**src/i2c_ram_pkg.sv**
```systemverilog
`default_nettype none
// ----------------------------------------------------------------------------
// i2c_ram_pkg
// shared types and constants of the i2c register access master
// ----------------------------------------------------------------------------
package i2c_ram_pkg;

    localparam int MAX_BURST_DEFAULT = 16;

    localparam int CFG_DATA_W  = 16;
    localparam int CFG_INDEX_W = 1;

    localparam logic [CFG_INDEX_W-1:0] REG_DEVICE_ADDRESS = 1'b0;
    localparam logic [CFG_INDEX_W-1:0] REG_HALF_PERIOD    = 1'b1;

    localparam logic [6:0]  DEVICE_ADDRESS_RESET = 7'd81;
    localparam logic [15:0] HALF_PERIOD_RESET    = 16'd50;

    localparam logic KIND_TICK    = 1'b0;
    localparam logic KIND_COMMAND = 1'b1;
    localparam logic OP_WRITE     = 1'b0;
    localparam logic OP_READ      = 1'b1;

    typedef enum logic [4:0] {
        PH_IDLE     = 5'd0,
        PH_START    = 5'd1,
        PH_TX_DEVW  = 5'd2,
        PH_ACK_DEVW = 5'd3,
        PH_TX_REG   = 5'd4,
        PH_ACK_REG  = 5'd5,
        PH_TX_DATA  = 5'd6,
        PH_ACK_DATA = 5'd7,
        PH_RSTART   = 5'd8,
        PH_TX_DEVR  = 5'd9,
        PH_ACK_DEVR = 5'd10,
        PH_RX       = 5'd11,
        PH_TX_MACK  = 5'd12,
        PH_STOP     = 5'd13
    } phase_t;

    typedef struct packed {
        logic       kind;
        logic       op;
        logic [7:0] reg_addr;
        logic [7:0] write_data;
        logic [4:0] read_count;
        logic       sda_in;
    } item_t;

    typedef struct packed {
        logic       scl;
        logic       sda_out;
        logic       sda_enable;
        logic       busy_res;
        logic       byte_valid;
        logic [7:0] byte_data;
        logic       byte_last;
        logic       nack_seen;
    } result_t;

    typedef struct packed {
        logic [6:0]  device_address;
        logic [15:0] half_period_ticks;
    } cfg_t;

endpackage : i2c_ram_pkg
`default_nettype wire

```
**src/i2c_ram_cfg.sv**
```systemverilog
`default_nettype none
// ----------------------------------------------------------------------------
// i2c_ram_cfg
// configuration registers: target address and half bit period
// ----------------------------------------------------------------------------
module i2c_ram_cfg
    import i2c_ram_pkg::*;
(
    input  wire logic                   aclk,
    input  wire logic                   aresetn,
    input  wire logic                   cfg_we,
    input  wire logic [CFG_INDEX_W-1:0] cfg_index,
    input  wire logic [CFG_DATA_W-1:0]  cfg_data,
    output cfg_t                        cfg
);

    logic [6:0]  dev_addr_reg;
    logic [15:0] half_period_reg;

    always_ff @(posedge aclk) begin
        if (!aresetn) begin
            dev_addr_reg    <= DEVICE_ADDRESS_RESET;
            half_period_reg <= HALF_PERIOD_RESET;
        end else if (cfg_we) begin
            case (cfg_index)
                REG_DEVICE_ADDRESS: dev_addr_reg    <= cfg_data[6:0];
                REG_HALF_PERIOD:    half_period_reg <= cfg_data[15:0];
                default: ;
            endcase
        end
    end

    assign cfg.device_address    = dev_addr_reg;
    assign cfg.half_period_ticks = half_period_reg;

endmodule : i2c_ram_cfg
`default_nettype wire

```
**src/i2c_ram_core.sv**
```systemverilog
`default_nettype none
// ----------------------------------------------------------------------------
// i2c_ram_core
// bus sequencer state and the per-word step logic
// ----------------------------------------------------------------------------
module i2c_ram_core
    import i2c_ram_pkg::*;
#(
    parameter int MAX_BURST = MAX_BURST_DEFAULT
) (
    input  wire logic  aclk,
    input  wire logic  aresetn,
    input  wire cfg_t  cfg,
    input  wire logic  step,
    input  wire item_t item,
    output result_t    result
);

    localparam int LW = $clog2(MAX_BURST + 1);
    localparam int CW = (LW > 5) ? LW : 5;

    phase_t          phase_reg, phase_next;
    logic [15:0]     tick_reg, tick_next;
    logic [3:0]      bit_reg, bit_next;
    logic [7:0]      shift_reg, shift_next;
    logic [LW-1:0]   left_reg, left_next;
    logic            op_reg, op_next;
    logic [7:0]      sreg_reg, sreg_next;
    logic [7:0]      sdata_reg, sdata_next;
    logic            nack_reg, nack_next;

    logic [16:0]     hp;
    logic [16:0]     tick_inc;
    logic [7:0]      shift_tmp;
    logic [7:0]      dev;
    logic [3:0]      last_half;
    logic [CW-1:0]   cnt;
    logic [LW-1:0]   left_dec;
    logic            rx_valid;
    logic [7:0]      rx_data;
    logic            rx_last;
    phase_t          pin_phase;
    logic [3:0]      pin_bit;
    logic            pin_msb;
    logic            pin_left_one;
    logic            scl, sda, en;

    always_ff @(posedge aclk) begin
        if (!aresetn) begin
            phase_reg <= PH_IDLE;
            tick_reg  <= '0;
            bit_reg   <= '0;
            shift_reg <= '0;
            left_reg  <= '0;
            op_reg    <= 1'b0;
            sreg_reg  <= '0;
            sdata_reg <= '0;
            nack_reg  <= 1'b0;
        end else if (step) begin
            phase_reg <= phase_next;
            tick_reg  <= tick_next;
            bit_reg   <= bit_next;
            shift_reg <= shift_next;
            left_reg  <= left_next;
            op_reg    <= op_next;
            sreg_reg  <= sreg_next;
            sdata_reg <= sdata_next;
            nack_reg  <= nack_next;
        end
    end

    assign dev      = {cfg.device_address, 1'b0};
    assign hp       = (cfg.half_period_ticks == 16'd0) ? 17'd1 : {1'b0, cfg.half_period_ticks};
    assign tick_inc = {1'b0, tick_reg} + 17'd1;
    assign left_dec = (left_reg != '0) ? left_reg - LW'(1) : left_reg;

    always_comb begin
        case (phase_reg)
            PH_START, PH_RSTART, PH_STOP: last_half = 4'd2;
            PH_TX_DEVW, PH_TX_REG, PH_TX_DATA, PH_TX_DEVR, PH_RX: last_half = 4'd15;
            default: last_half = 4'd1;
        endcase
    end

    always_comb begin
        cnt = CW'(item.read_count);
        if (cnt == '0) cnt = CW'(1);
        if (cnt > CW'(MAX_BURST)) cnt = CW'(MAX_BURST);
    end

    // next state: command start, or end of a half bit period; else count ticks
    always_comb begin
        phase_next = phase_reg;
        tick_next  = tick_reg;
        bit_next   = bit_reg;
        shift_next = shift_reg;
        left_next  = left_reg;
        op_next    = op_reg;
        sreg_next  = sreg_reg;
        sdata_next = sdata_reg;
        nack_next  = nack_reg;
        shift_tmp  = shift_reg;
        rx_valid   = 1'b0;
        rx_data    = '0;
        rx_last    = 1'b0;

        if (item.kind == KIND_COMMAND) begin
            if (phase_reg == PH_IDLE) begin
                op_next    = item.op;
                sreg_next  = item.reg_addr;
                sdata_next = item.write_data;
                left_next  = LW'(cnt);
                nack_next  = 1'b0;
                tick_next  = '0;
                phase_next = PH_START;
                bit_next   = '0;
                shift_next = '0;
            end
        end else if (phase_reg != PH_IDLE) begin
            if (tick_inc >= hp) begin
                tick_next = '0;
                case (phase_reg)
                    PH_TX_DEVW, PH_TX_REG, PH_TX_DATA, PH_TX_DEVR:
                        if (bit_reg[0]) shift_tmp = {shift_reg[6:0], 1'b0};
                    PH_ACK_DEVW, PH_ACK_REG, PH_ACK_DATA, PH_ACK_DEVR:
                        if (bit_reg[0]) nack_next = nack_reg | item.sda_in;
                    PH_RX:
                        if (bit_reg[0]) shift_tmp = {shift_reg[6:0], item.sda_in};
                    default: ;
                endcase

                if (bit_reg != last_half) begin
                    bit_next   = bit_reg + 4'd1;
                    shift_next = shift_tmp;
                end else begin
                    bit_next   = '0;
                    shift_next = '0;
                    case (phase_reg)
                        PH_START: begin
                            phase_next = PH_TX_DEVW;
                            shift_next = dev;
                        end
                        PH_TX_DEVW: phase_next = PH_ACK_DEVW;
                        PH_ACK_DEVW: begin
                            phase_next = PH_TX_REG;
                            shift_next = sreg_reg;
                        end
                        PH_TX_REG: phase_next = PH_ACK_REG;
                        PH_ACK_REG: begin
                            if (op_reg == OP_WRITE) begin
                                phase_next = PH_TX_DATA;
                                shift_next = sdata_reg;
                            end else begin
                                phase_next = PH_RSTART;
                            end
                        end
                        PH_TX_DATA:  phase_next = PH_ACK_DATA;
                        PH_ACK_DATA: phase_next = PH_STOP;
                        PH_RSTART: begin
                            phase_next = PH_TX_DEVR;
                            shift_next = dev | 8'h01;
                        end
                        PH_TX_DEVR:  phase_next = PH_ACK_DEVR;
                        PH_ACK_DEVR: phase_next = PH_RX;
                        PH_RX: begin
                            rx_valid   = 1'b1;
                            rx_data    = shift_tmp;
                            rx_last    = (left_reg <= LW'(1));
                            phase_next = PH_TX_MACK;
                            shift_next = shift_tmp;
                        end
                        PH_TX_MACK: begin
                            left_next  = left_dec;
                            phase_next = (left_dec == '0) ? PH_STOP : PH_RX;
                        end
                        default: phase_next = PH_IDLE;
                    endcase
                end
            end else begin
                tick_next = tick_inc[15:0];
            end
        end
    end

    // a tick shows the pins before it advances, a command the pins after it
    always_comb begin
        if (item.kind == KIND_COMMAND) begin
            pin_phase    = phase_next;
            pin_bit      = bit_next;
            pin_msb      = shift_next[7];
            pin_left_one = (left_next == LW'(1));
        end else begin
            pin_phase    = phase_reg;
            pin_bit      = bit_reg;
            pin_msb      = shift_reg[7];
            pin_left_one = (left_reg == LW'(1));
        end
    end

    always_comb begin
        scl = 1'b1;
        sda = 1'b1;
        en  = 1'b1;
        case (pin_phase)
            PH_START, PH_RSTART: begin
                scl = (pin_bit != 4'd0);
                sda = (pin_bit != 4'd2);
            end
            PH_STOP: begin
                scl = (pin_bit != 4'd0);
                sda = (pin_bit == 4'd2);
            end
            PH_TX_DEVW, PH_TX_REG, PH_TX_DATA, PH_TX_DEVR: begin
                scl = pin_bit[0];
                sda = pin_msb;
            end
            PH_ACK_DEVW, PH_ACK_REG, PH_ACK_DATA, PH_ACK_DEVR, PH_RX: begin
                scl = pin_bit[0];
                en  = 1'b0;
            end
            PH_TX_MACK: begin
                scl = pin_bit[0];
                sda = pin_left_one;
            end
            default: ;
        endcase
    end

    assign result.scl        = scl;
    assign result.sda_out    = en ? sda : 1'b1;
    assign result.sda_enable = en;
    assign result.busy_res   = (phase_next != PH_IDLE);
    assign result.byte_valid = rx_valid;
    assign result.byte_data  = rx_data;
    assign result.byte_last  = rx_last;
    assign result.nack_seen  = nack_next;

endmodule : i2c_ram_core
`default_nettype wire

```
**src/i2c_ram_out.sv**
```systemverilog
`default_nettype none
// ----------------------------------------------------------------------------
// i2c_ram_out
// result register with a skid stage
// ----------------------------------------------------------------------------
module i2c_ram_out
    import i2c_ram_pkg::*;
(
    input  wire logic    aclk,
    input  wire logic    aresetn,
    input  wire logic    in_valid,
    output logic         in_ready,
    input  wire result_t in_result,
    output logic         m_valid,
    input  wire logic    m_ready,
    output result_t      m_result
);

    logic    out_valid_reg;
    logic    skid_valid_reg;
    result_t out_reg;
    result_t skid_reg;

    assign in_ready = !skid_valid_reg;

    always_ff @(posedge aclk) begin
        if (!aresetn) begin
            out_valid_reg  <= 1'b0;
            skid_valid_reg <= 1'b0;
        end else if (!out_valid_reg || m_ready) begin
            if (skid_valid_reg) begin
                out_valid_reg  <= 1'b1;
                skid_valid_reg <= 1'b0;
            end else begin
                out_valid_reg <= in_valid;
            end
        end else if (in_valid) begin
            skid_valid_reg <= 1'b1;
        end
    end

    always_ff @(posedge aclk) begin
        if (!out_valid_reg || m_ready) begin
            out_reg <= skid_valid_reg ? skid_reg : in_result;
        end else if (in_valid && !skid_valid_reg) begin
            skid_reg <= in_result;
        end
    end

    assign m_valid  = out_valid_reg;
    assign m_result = out_reg;

endmodule : i2c_ram_out
`default_nettype wire

```
**src/i2c_register_access_master_unit.sv**
```systemverilog
`default_nettype none
// ----------------------------------------------------------------------------
// i2c_register_access_master_unit
// i2c master for single register writes and burst register reads
// ----------------------------------------------------------------------------
// usage
//  - s_ channel: one word per system tick (kind tick, carries the sda sample)
//    or a command word (kind command) that starts a write or a burst read;
//    a command is ignored while a transaction runs
//  - m_ channel: exactly one result word per input word, carrying the scl and
//    sda pin levels, busy, nack flag and any byte completed on that word
//  - cfg port: device address and half period length in ticks; takes effect
//    from the next word; write only while no word is in flight (not enforced)
//  - each result word is registered; on a stall it waits in the skid register
//  - one word per cycle unless stalled; the whole step is the sequencer's
//    next-state logic between the state registers and the result register
//  - when the receiver stalls, one more word is taken into a skid register,
//    then s_ready drops until the result register drains
//  - reset (aresetn low, synchronous) returns the sequencer to idle, clears
//    the result and skid stages and restores the configuration defaults
// ----------------------------------------------------------------------------
module i2c_register_access_master_unit
    import i2c_ram_pkg::*;
#(
    parameter int MAX_BURST = MAX_BURST_DEFAULT
) (
    input  wire logic                   aclk,
    input  wire logic                   aresetn,
    // input words
    input  wire logic                   s_valid,
    output logic                        s_ready,
    input  wire item_t                  s_item,
    // result words
    output logic                        m_valid,
    input  wire logic                   m_ready,
    output result_t                     m_result,
    // configuration writes
    input  wire logic                   cfg_we,
    input  wire logic [CFG_INDEX_W-1:0] cfg_index,
    input  wire logic [CFG_DATA_W-1:0]  cfg_data
);

    cfg_t    cfg;
    result_t step_result;
    logic    step;

    // a word is stepped through the sequencer at the edge it is taken
    assign step = s_valid && s_ready;

    i2c_ram_cfg u_cfg (
        .aclk      (aclk),
        .aresetn   (aresetn),
        .cfg_we    (cfg_we),
        .cfg_index (cfg_index),
        .cfg_data  (cfg_data),
        .cfg       (cfg)
    );

    // sequencer: phase, half-period counter, shift register, burst count
    i2c_ram_core #(
        .MAX_BURST (MAX_BURST)
    ) u_core (
        .aclk    (aclk),
        .aresetn (aresetn),
        .cfg     (cfg),
        .step    (step),
        .item    (s_item),
        .result  (step_result)
    );

    // result register plus skid stage decouples s_ready from a stalled sink
    i2c_ram_out u_out (
        .aclk      (aclk),
        .aresetn   (aresetn),
        .in_valid  (step),
        .in_ready  (s_ready),
        .in_result (step_result),
        .m_valid   (m_valid),
        .m_ready   (m_ready),
        .m_result  (m_result)
    );

endmodule : i2c_register_access_master_unit
`default_nettype wire
```
**config.mk**
```make
export PLATFORM = sky130hd
export DESIGN_NAME = i2c_register_access_master_unit
export DESIGN_NICKNAME = d
export VERILOG_FILES = /design/src/i2c_ram_pkg.sv /design/src/i2c_ram_cfg.sv /design/src/i2c_ram_core.sv /design/src/i2c_ram_out.sv /design/src/i2c_register_access_master_unit.sv
export SDC_FILE = /design/constraint.sdc
export NUM_CORES = 1
export LEC_CHECK = 0
export BUFFER_PORTS_ARGS = -buffer_cell sky130_fd_sc_hd__buf_4
export CAP_MARGIN = 0
export CORE_MARGIN = 4
export CORE_UTILIZATION = 51
export CTS_BUF_LIST = sky130_fd_sc_hd__clkbuf_4
export DETAILED_ROUTE_END_ITERATION = 8
export PLACE_DENSITY_LB_ADDON = 0.05
export SLEW_MARGIN = 10
export SYNTH_ARGS = -nofsm -noshare
export SYNTH_HDL_FRONTEND = slang
export SYNTH_SLANG_ARGS = --single-unit
```
**constraint.sdc**
```tcl
create_clock -name aclk -period 11.2 [get_ports aclk]
set_input_delay 0.56 -clock aclk [delete_from_list [all_inputs] [get_ports aclk]]
set_output_delay 0.56 -clock aclk [all_outputs]
set_load 0.005 [all_outputs]
```
### Word-level counts from Yosys, hierarchy flattened

Memory sizes are Yosys's and may differ from the RTL's. A register that Yosys moved wholly into a read port is not among the register bits.
Cells that the tools add are included.

| word-level totals | value |
|---|---|
| input bits | 46 |
| flip-flop bits (word level) | 111 |
| memory bits (read-only) | 64 |
| word-level logic and storage cells | 172 |
| output and inout bits | 17 |
| memories kept | 1 |

| cells by class | value |
|---|---|
| equality and inequality tests | 31 |
| order comparisons | 3 |
| add/subtract/negate cells | 3 |
| reductions and logical operators | 29 |
| multiplexer cells | 71 |
| bitwise gates (word level) | 4 |

Memories:

| memory | depth | bits a word | read ports | clocked after Yosys merged registers in | write ports | line | RTL |
|---|---|---|---|---|---|---|---|
| (no name shown) | 16 | 4 | 1 | 1 | 0 | i2c_ram_core.sv:78 | `case (phase_reg)` |

Operators by type and width:

| cell | count |
|---|---|
| 8-bit 2-to-1 mux | 13 |
| 16-bit 2-to-1 mux | 5 |
| 5-bit 2-to-1 mux | 15 |
| 5-bit one-hot mux with 12 select lines | 1 |
| 5-bit by 4-bit == test with 1-bit output (second input constant) | 11 |
| 5-bit by 3-bit == test with 1-bit output (second input constant) | 8 |
| 4-bit 2-to-1 mux | 10 |
| 8-bit one-hot mux with 5 select lines | 1 |
| 1-bit 2-to-1 mux | 21 |
| 5-bit by 1-bit == test with 1-bit output (second input constant) | 4 |
| 5-bit by 2-bit == test with 1-bit output (second input constant) | 4 |
| 16-bit by 1-bit adder with 17-bit output (second input constant) | 1 |
| 17-bit greater-or-equal comparator | 1 |
| 16-bit zero test | 1 |
| 8-bit one-hot mux with 2 select lines | 1 |
| 5-bit zero test | 3 |
| 15-bit 2-to-1 mux | 1 |
| 5-bit nonzero test | 3 |
| 4-bit OR reduction | 3 |
| 10-bit OR reduction | 1 |
| 2-bit AND reduction | 3 |
| 3-bit AND reduction | 2 |
| 5-bit > comparator (second input constant) | 1 |
| 5-bit by 1-bit <= comparator with 1-bit output (second input constant) | 1 |
| other kinds (20) | 26 |

### Longest topological paths before layout

Gate-level depths: netlist of the first run.

| logic depth | value |
|---|---|
| word-level depth | 15 |
| mapped depth | 19 |
| mapped depth without buffers | 19 |

### Hierarchy

A second synthesis of the first run with hierarchy kept.

| unflattened totals | value |
|---|---|
| cell total of the unflattened synthesis | 760 |
| area, all modules | 6663.9 µm² |

By module, submodules not included:

| module | instances | area each (µm²) | seq. area each (µm²) | cells an instance |
|---|---|---|---|---|
| i2c_ram_core | 1 | 4460.5 | 1181.1 | 600 |
| i2c_ram_out | 1 | 1206.2 | 940.9 | 55 |
| i2c_ram_cfg | 1 | 991.0 | 460.4 | 104 |
| i2c_register_access_master_unit | 1 | 6.3 | 0.0 | 1 |

### Worst setup path before layout of the first run

OpenSTA, ideal clock, no wires.

| timing path | value |
|---|---|
| path kind | reg2reg |
| start | reg u_core.tick_reg[0] |
| end | reg with a tool-made name |
| path buffers | 0 |
| clock period less this slack | 3.634 ns |
| setup slack | 7.566 ns |
| data required time | 11.070 ns |
| library setup time | 0.130 ns |
| stages on the path, launching flop included | 18 |
| data arrival time | 3.504 ns |
| cells stage by stage | dfxtp_1 > ha_1 > and3_1 > and3_1 > and4_1 > nand2_1 > xnor2_1 > ha_1 > nand4_1 > nor4_1 > a211oi_1 > o211a_1 > nor3_4 > o21ai_0 > nand2b_1 > ha_1 > mux2i_1 > mux2i_1 |

RTL lines:

| what | line | RTL |
|---|---|---|
| from (decl) | i2c_ram_core.sv:23 | `logic [15:0] tick_reg, tick_next;` |
| from (signal assigned) | i2c_ram_core.sv:61 | `tick_reg <= tick_next;` |

==> results.yml, run 1 <==
layout:
  diodes: 0
  instances_no_fill: 1000
  fin_util: 0.596
  design_area_um2: 7250
  fin_nets: 891
  area.growth.synth_to_final_pct: 13.0
  layout-drive-gt1-share: 0.148
route:
  vias_per_cell: 5.66
  ant_nets: 0
  drt_wl_total_mm: 15.9
  drt-initial-drc-count: 489
  drc: 0
  wl_per_cell_um: 15.9
  vias: 5655
  drtPass1Iterations: 6
synth:
  yosysTopAreaCell: "dfxtp_1"
  ys_warn_count: 0
  synth_top_area_share: 0.262
  synth.most_common_cell: "nand2_1"
  synth_edf_count: 30
  synthArstFlopShare: 0
  netlist_area_um2: 6410
  ys_top_cells_by_count: "144 x nand2_1, 84 x dfxtp_1, 76 x nor2_1, 60 x a21oi_1, 37 x inv_1"
  synthTopCellsByArea: "dfxtp_1 26%, edfxtp_1 14%, nand2_1 8.4%, ha_1 5.1%, a21oi_1 4.7%"
  ys_seq_area_frac: 0.403
  netlist_instances: 776
  syn-num-nets: 848
  ys_ff_latch: 114
  ys.flop_type: "dfxtp_1"
  avgSynthCellArea_um2: 8.27
  ys_types: 73
clock_tree:
  hold_buffers: 0
  clkLatencyLatePin_ns: 0.56
  clock_path_buffers: 2
  cts_root_buf: "clkbuf_4"
  tritoncts: "yes"
  postCtsSetupBuffers: 0
  cts-resized-gates: 0
  cts.sinks: 114
  clk_pin_slew_worst_paths_ns: 0.10
  numCtsBuffers: 17
  ctsHtreeMaxLevel: 4
die:
  start_util: 0.527
  die_h_um: 120
  num_rows: 40
  die_w_um: 120
  core_area_um2: 12200
  ios: 63
  die_area_um2: 14400
sta:
  fin_setup_tns_ns: 0
  period_needed_ns: 4.21
  tightest_slew_ns: 1.15
  max_slew_margin: 0.231
  fin_skew_ns: 0.0254
  max_freq_ghz: 0.238
  rsz0062_at_grt: "no"
  fin_ws_ns: 6.99
  setup_viol: 0
  fin_hold_ws_ns: 0.232
  finalHoldViolations: 0
  post-route-period-util: 0.376
  slew_viol_final: 0
worst_setup_path:
  critical_path_class: "reg -> reg"
  cp_max_fo: 16
  cp_slowest_stage_delay_ns: 0.65
  start_kind: "register"
  critical_path.startpoint: "u_core.tick_reg[0]$_SDFFE_PN0P_"
  cp.required_ns: 11.63
  path_cells: "ha_1 -> and3_1 -> and3_1 -> and4_1 -> nand2_1 -> xnor2_1 -> ha_1 -> nand4_1 -> nor4_1 -> a211oi_1 -> o211ai_2 -> nand3_2 -> or3_1 -> inv_2 -> and2_1 -> mux2_2"
  arrival_ns: 4.63
  end_kind: "register"
  slowest_stage: "or3_1"
  rr_startpoint: "u_core.tick_reg[0]$_SDFFE_PN0P_"
pwr:
  p_leak_nw: 2.90
  power_mw: 0.891
  p_per_area_nw_per_um2: 123
  peakVddDrop_mv: 0.0974
worst_hold_path:
  hp-class: "in -> reg"
  worstHoldStart: "cfg_data[0]"
place:
  placed_cell_area_um2: 6920
  port_buffers: 62
  dpl_worst_slack_ns: 7.03
  place_congestion: 0.920
  dpl.hpwl_mm: 11.6
  dpl.cell_count: 968
status:
  outcome: "finished clean"
global_route:
  grt_max_degree: 54
  antenna_found_initial: 0
  overflow: 0
  grt_pass1_wl_mm: 27.0
  grtUsageTotal: 0.232
  grt_pass1_vias: 5624
job:
  cap_violations: 0
## path summary, 6_finish.rpt
check                                  endpoint  slack, ns  depth (start not counted)
max                 u_out.m_result[9]$_DFFE_PN_       6.99                         16
min          u_cfg.dev_addr_reg[0]$_SDFFE_PN1P_       0.23                          3
max reg2reg         u_out.m_result[9]$_DFFE_PN_       6.99                         16
min reg2reg     u_core.sreg_reg[7]$_SDFFE_PN0P_       0.46                          2
## layer usage
layer  vias to the layer above  global-route usage  share of wire  wire [um]
li1                       2823                   -              -          -
met1                      2642               0.280           0.44       7080
met2                       164               0.395           0.47       7510
met3                        26              0.0584          0.060        951
met4                         0              0.0945          0.025        396
met5                         -                   0              0          0
## layout make-up
cell class	instances	area [um2]
fill	1130	4910
multi-input combinational	581	3490
sequential	114	2580
timing repair buffer	65	488
tap	168	210
clock inverter	14	188
inverter	40	150
clock buffer	18	135
## cells by family after synthesis
kind of cell,Yosys count,share of synthesized area
AO/OA/AOI/OAI,174,0.180
XOR/XNOR,27,0.0369
adder cells (fa/ha/maj),26,0.0507
buffers and inverters,81,0.0529
flip-flops,114,0.403
multiplexers,25,0.0415
AND/OR/NAND/NOR,329,0.236
## critical path, delay by kind of cell, from the launching register on
| family | cells | cell delay (ns) |
|---|---|---|
| mux | 1 | 0.15 |
| fa+ha+maj | 2 | 0.56 |
| xor+xnor | 1 | 0.15 |
| flops | 1 | 0.42 |
| buf+inv | 1 | 0.13 |
| compound gates | 2 | 0.43 |
| simple gates | 9 | 2.29 |
## cell usage in the layout (no fill, tap or decap), types with 5 or more instances in the layout
cell and instances:
edfxtp_1 30, clkbuf_4 18, nand2_1 144, a222oi_1 6, nand3b_1 5, mux2i_1 14
and3_1 8, a22oi_1 8, xor2_1 10, nand4_1 9, inv_1 37, mux2_2 10
ha_1 26, nor2b_1 5, dfxtp_1 84, buf_4 65, nor3_1 18, xnor2_1 17
nand2b_1 12, or3_1 5, o21ai_0 30, nand3_1 20, nor4_1 7, a21oi_1 60
o31ai_1 14, nor2_1 76, o211ai_1 5
## report_power, final
group,leakage [nW],switching [mW],internal (mW)
Sequential,0.985,0.0113,0.436
Combinational,1.75,0.0594,0.0417
Clock,0.167,0.164,0.179
(Power assumes the default switching activity.)
==> run 2, diff against run 1 <==
ABC_AREA = 1   (was unset)
clock period = 3.9 ns   (was 11.2 ns; I/O delays follow)
==> results.yml, run 2 <==
clock_tree:
  cts_root_buf: "clkbuf_4"
  clkLatencyLatePin_ns: 0.54
  cts.sinks: 114
  numCtsBuffers: 17
  clock_path_buffers: 2
  clk_pin_slew_worst_paths_ns: 0.10
  ctsHtreeMaxLevel: 4
  tritoncts: "yes"
pwr:
  swShare: 0.309
  p_per_area_nw_per_um2: 386
  p_sw_mw: 0.986
  p_comb_frac: 0.247
  p_leak_nw: 3.68
  power_mw: 3.19
  intPower_mw: 2.20
  pwr-share-clk: 0.328
  peakVddDrop_mv: 0.225
  sequentialPowerShare: 0.424
synth:
  synth_compound_area_frac: 0.188
  ys.flop_type: "dfxtp_1"
  synth_top_family_by_area: "simple AND/OR/NAND/NOR gates"
  avgSynthCellArea_um2: 7.41
  ys_top_cells_by_count: "170 x nand2_1, 104 x inv_1, 100 x nor2_1, 84 x dfxtp_1, 83 x o21ai_0"
  ys_ff_latch: 114
  synth.most_common_cell: "nand2_1"
  syn-num-nets: 954
  yosysTopAreaCell: "dfxtp_1"
  synth_top_area_share: 0.257
  synthArstFlopShare: 0
  synth_adder_area_share: 0.0498
  synthMuxAreaShare: 0.0138
  ys_seq_area_frac: 0.395
  synthTopCellsByArea: "dfxtp_1 26%, edfxtp_1 14%, nand2_1 9.8%, o21ai_0 6.4%, inv_1 6.0%"
  ys_types: 55
  synth-simple-area-share: 0.247
  synth_xor_xnor_area_share: 0.0188
  netlist_area_um2: 6530
  netlist_instances: 882
  synth_edf_count: 30
  ys_warn_count: 0
worst_setup_path:
  cp.required_ns: 4.20
  cp_common_cell: "nand2_1"
  path_delay_family: "simple AND/OR/NAND/NOR gates"
  slowest_stage: "dfxtp_4"
  crit_buf_inv: 4
  start_kind: "register"
  cp_max_fo: 4
  ff2ff_path_depth: 26
  end_kind: "register"
  cp_slowest_stage_delay_ns: 0.37
  cp.depth: 26
  critical_path_class: "reg -> reg"
  arrival_ns: 4.02
place:
  dpl.cell_count: 1122
  dpl.hpwl_mm: 12.9
  port_buffers: 62
  place_congestion: 0.961
route:
  vias: 6354
  drt-initial-drc-count: 394
  vias_per_cell: 5.31
  drtPass1Iterations: 8
  ant_nets: 0
  wl_per_cell_um: 14.8
  drc: 0
  drt_wl_total_mm: 17.7
global_route:
  grt_max_degree: 52
  grt_pass1_vias: 5751
  grtUsageTotal: 0.245
  grt_pass1_wl_mm: 28.4
  overflow: 0
  antenna_found_initial: 1
sta:
  fin_setup_tns_ns: 0
  slew_viol_final: 0
  setup_viol: 0
  period_needed_ns: 3.73
  max_slew_margin: 0.542
  tightest_slew_ns: 0.685
  post-route-period-util: 0.955
  fin_skew_ns: 0.0141
  max_freq_ghz: 0.268
  finalHoldViolations: 0
status:
  outcome: "finished clean"
die:
  die_w_um: 121
  start_util: 0.520
  num_rows: 41
  core_area_um2: 12600
  ios: 63
  die_h_um: 121
  die_area_um2: 14700
job:
  cap_violations: 0
layout:
  layout_common_cells: "165 x nand2_1, 101 x inv_1, 100 x buf_4"
  fin_nets: 1082
  instances_no_fill: 1196
  nFillCells: 1089
  layout-drive-gt1-share: 0.222
  final_common_cell: "nand2_1"
  area.growth.synth_to_final_pct: 26.5
worst_hold_path:
  hp-class: "in -> reg"
  min_path_cells: 4
run 2: changes by cell type in the layout (fill, tap and decap cells not counted), sizes merged, moves of 8 or more:
cell         previous run  this run
mux2i                  15         0
nand2                 145       182
buf                    65       101
nand4                   9        18
nand3                  21        29
o21ai                  35       100
nand2b                 12         0
dlygate4sd3             0        34
o31ai                  14         1
xnor2                  17         6
and3                    8         0
inv                    41       120
nor2                   76       109
run 2: metal layers:
metal,part of all wire,GRT usage
met5,0,0
met4,0.014,0.0686
met3,0.060,0.0494
met2,0.46,0.387
met1,0.46,0.342
run 2: power by group through the flow:
| stage | clock (mW) | sequential, mW | combinational [mW] |
|---|---|---|---|
| after global routing | 1.12 | 1.36 | 0.881 |
| final | 1.05 | 1.35 | 0.789 |
| after global placement | 0 | 1.38 | 0.691 |
| after floorplan | 0 | 1.37 | 0.473 |
| after detailed placement | 0 | 1.38 | 0.701 |
| after CTS | 1.06 | 1.35 | 0.731 |
run 2: worst reg2reg max path, cell delays in order (launching register included):
cell	delay [ns]
dfxtp_4	0.37
ha_4	0.14
nand2_2	0.06
nor2_1	0.09
inv_1	0.07
nor2_2	0.12
nand4_1	0.15
nor2_2	0.18
nand3_2	0.11
nor2_4	0.15
xnor2_2	0.14
inv_2	0.07
ha_4	0.30
nand2_2	0.05
inv_2	0.07
nand4_4	0.11
nor2_4	0.19
nor2_8	0.06
nand3_4	0.12
buf_4	0.13
nand4_1	0.09
nand3_2	0.15
nand2_1	0.06
nor3_1	0.20
nand3_1	0.19
nand2_1	0.10
nand2_1	0.05
run 2: worst paths after layout:
check,slack (ns),end,startpoint
worst max-delay path,0.17,u_out.m_result[11]$_DFFE_PN_,u_core.tick_reg[0]$_SDFFE_PN0P_
worst min-delay path,0.1,u_cfg.dev_addr_reg[0]$_SDFFE_PN1P_,cfg_index
worst max register to register,0.17,u_out.m_result[11]$_DFFE_PN_,u_core.tick_reg[0]$_SDFFE_PN0P_
worst min register to register,0.47,u_core.sdata_reg[7]$_SDFFE_PN0P_,u_core.sdata_reg[7]$_SDFFE_PN0P_
run 2: cell type report:
type / count / area (um2) / share of cell area
sequential: 114 / 2590 / 0.314
multi-input combinational: 621 / 3560 / 0.430
antenna: 1 / 2.50 / 0.000303
clock buffer: 20 / 150 / 0.0182
inverter: 121 / 454 / 0.0550
tap: 172 / 215 / 0.0260
timing repair buffer: 135 / 1110 / 0.134
clock inverter: 12 / 189 / 0.0229
run 2: logic make-up (layout without fill, tap and decap cells):
logic type / count (synthesis) / after routing
muxes: 8 / 8
buffers and inverters: 147 / 288
AOI/OAI and AO/OA: 211 / 211
DFF: 114 / 114
and+or+nand+nor: 362 / 362
adders and majority gates: 26 / 26
xor gates and xnor gates: 14 / 14
other: 0 / 1
run 2: metrics by stage:
step,instance area [um2],setup WS (ns),hold slack (ns),utilization
finish,8270,0.175,0.0969,0.658
global route,8270,-0.0604,0.0920,0.658
CTS,8020,0.0181,0.0551,0.638
detailed placement,7330,-0.0119,0.423,0.584
global placement,7330,0.0326,0.416,0.584
floorplan,6530,0.258,0.325,-
run 2: repair_timing:
item / CTS / global route
setup buffers: 0 / 7
pin swaps: 0 / 21
setup endpoints to repair: 2 / 45
resized for setup: 1 / 45
hold endpoints to repair: 42 / 0
hold buffers: 34 / 0
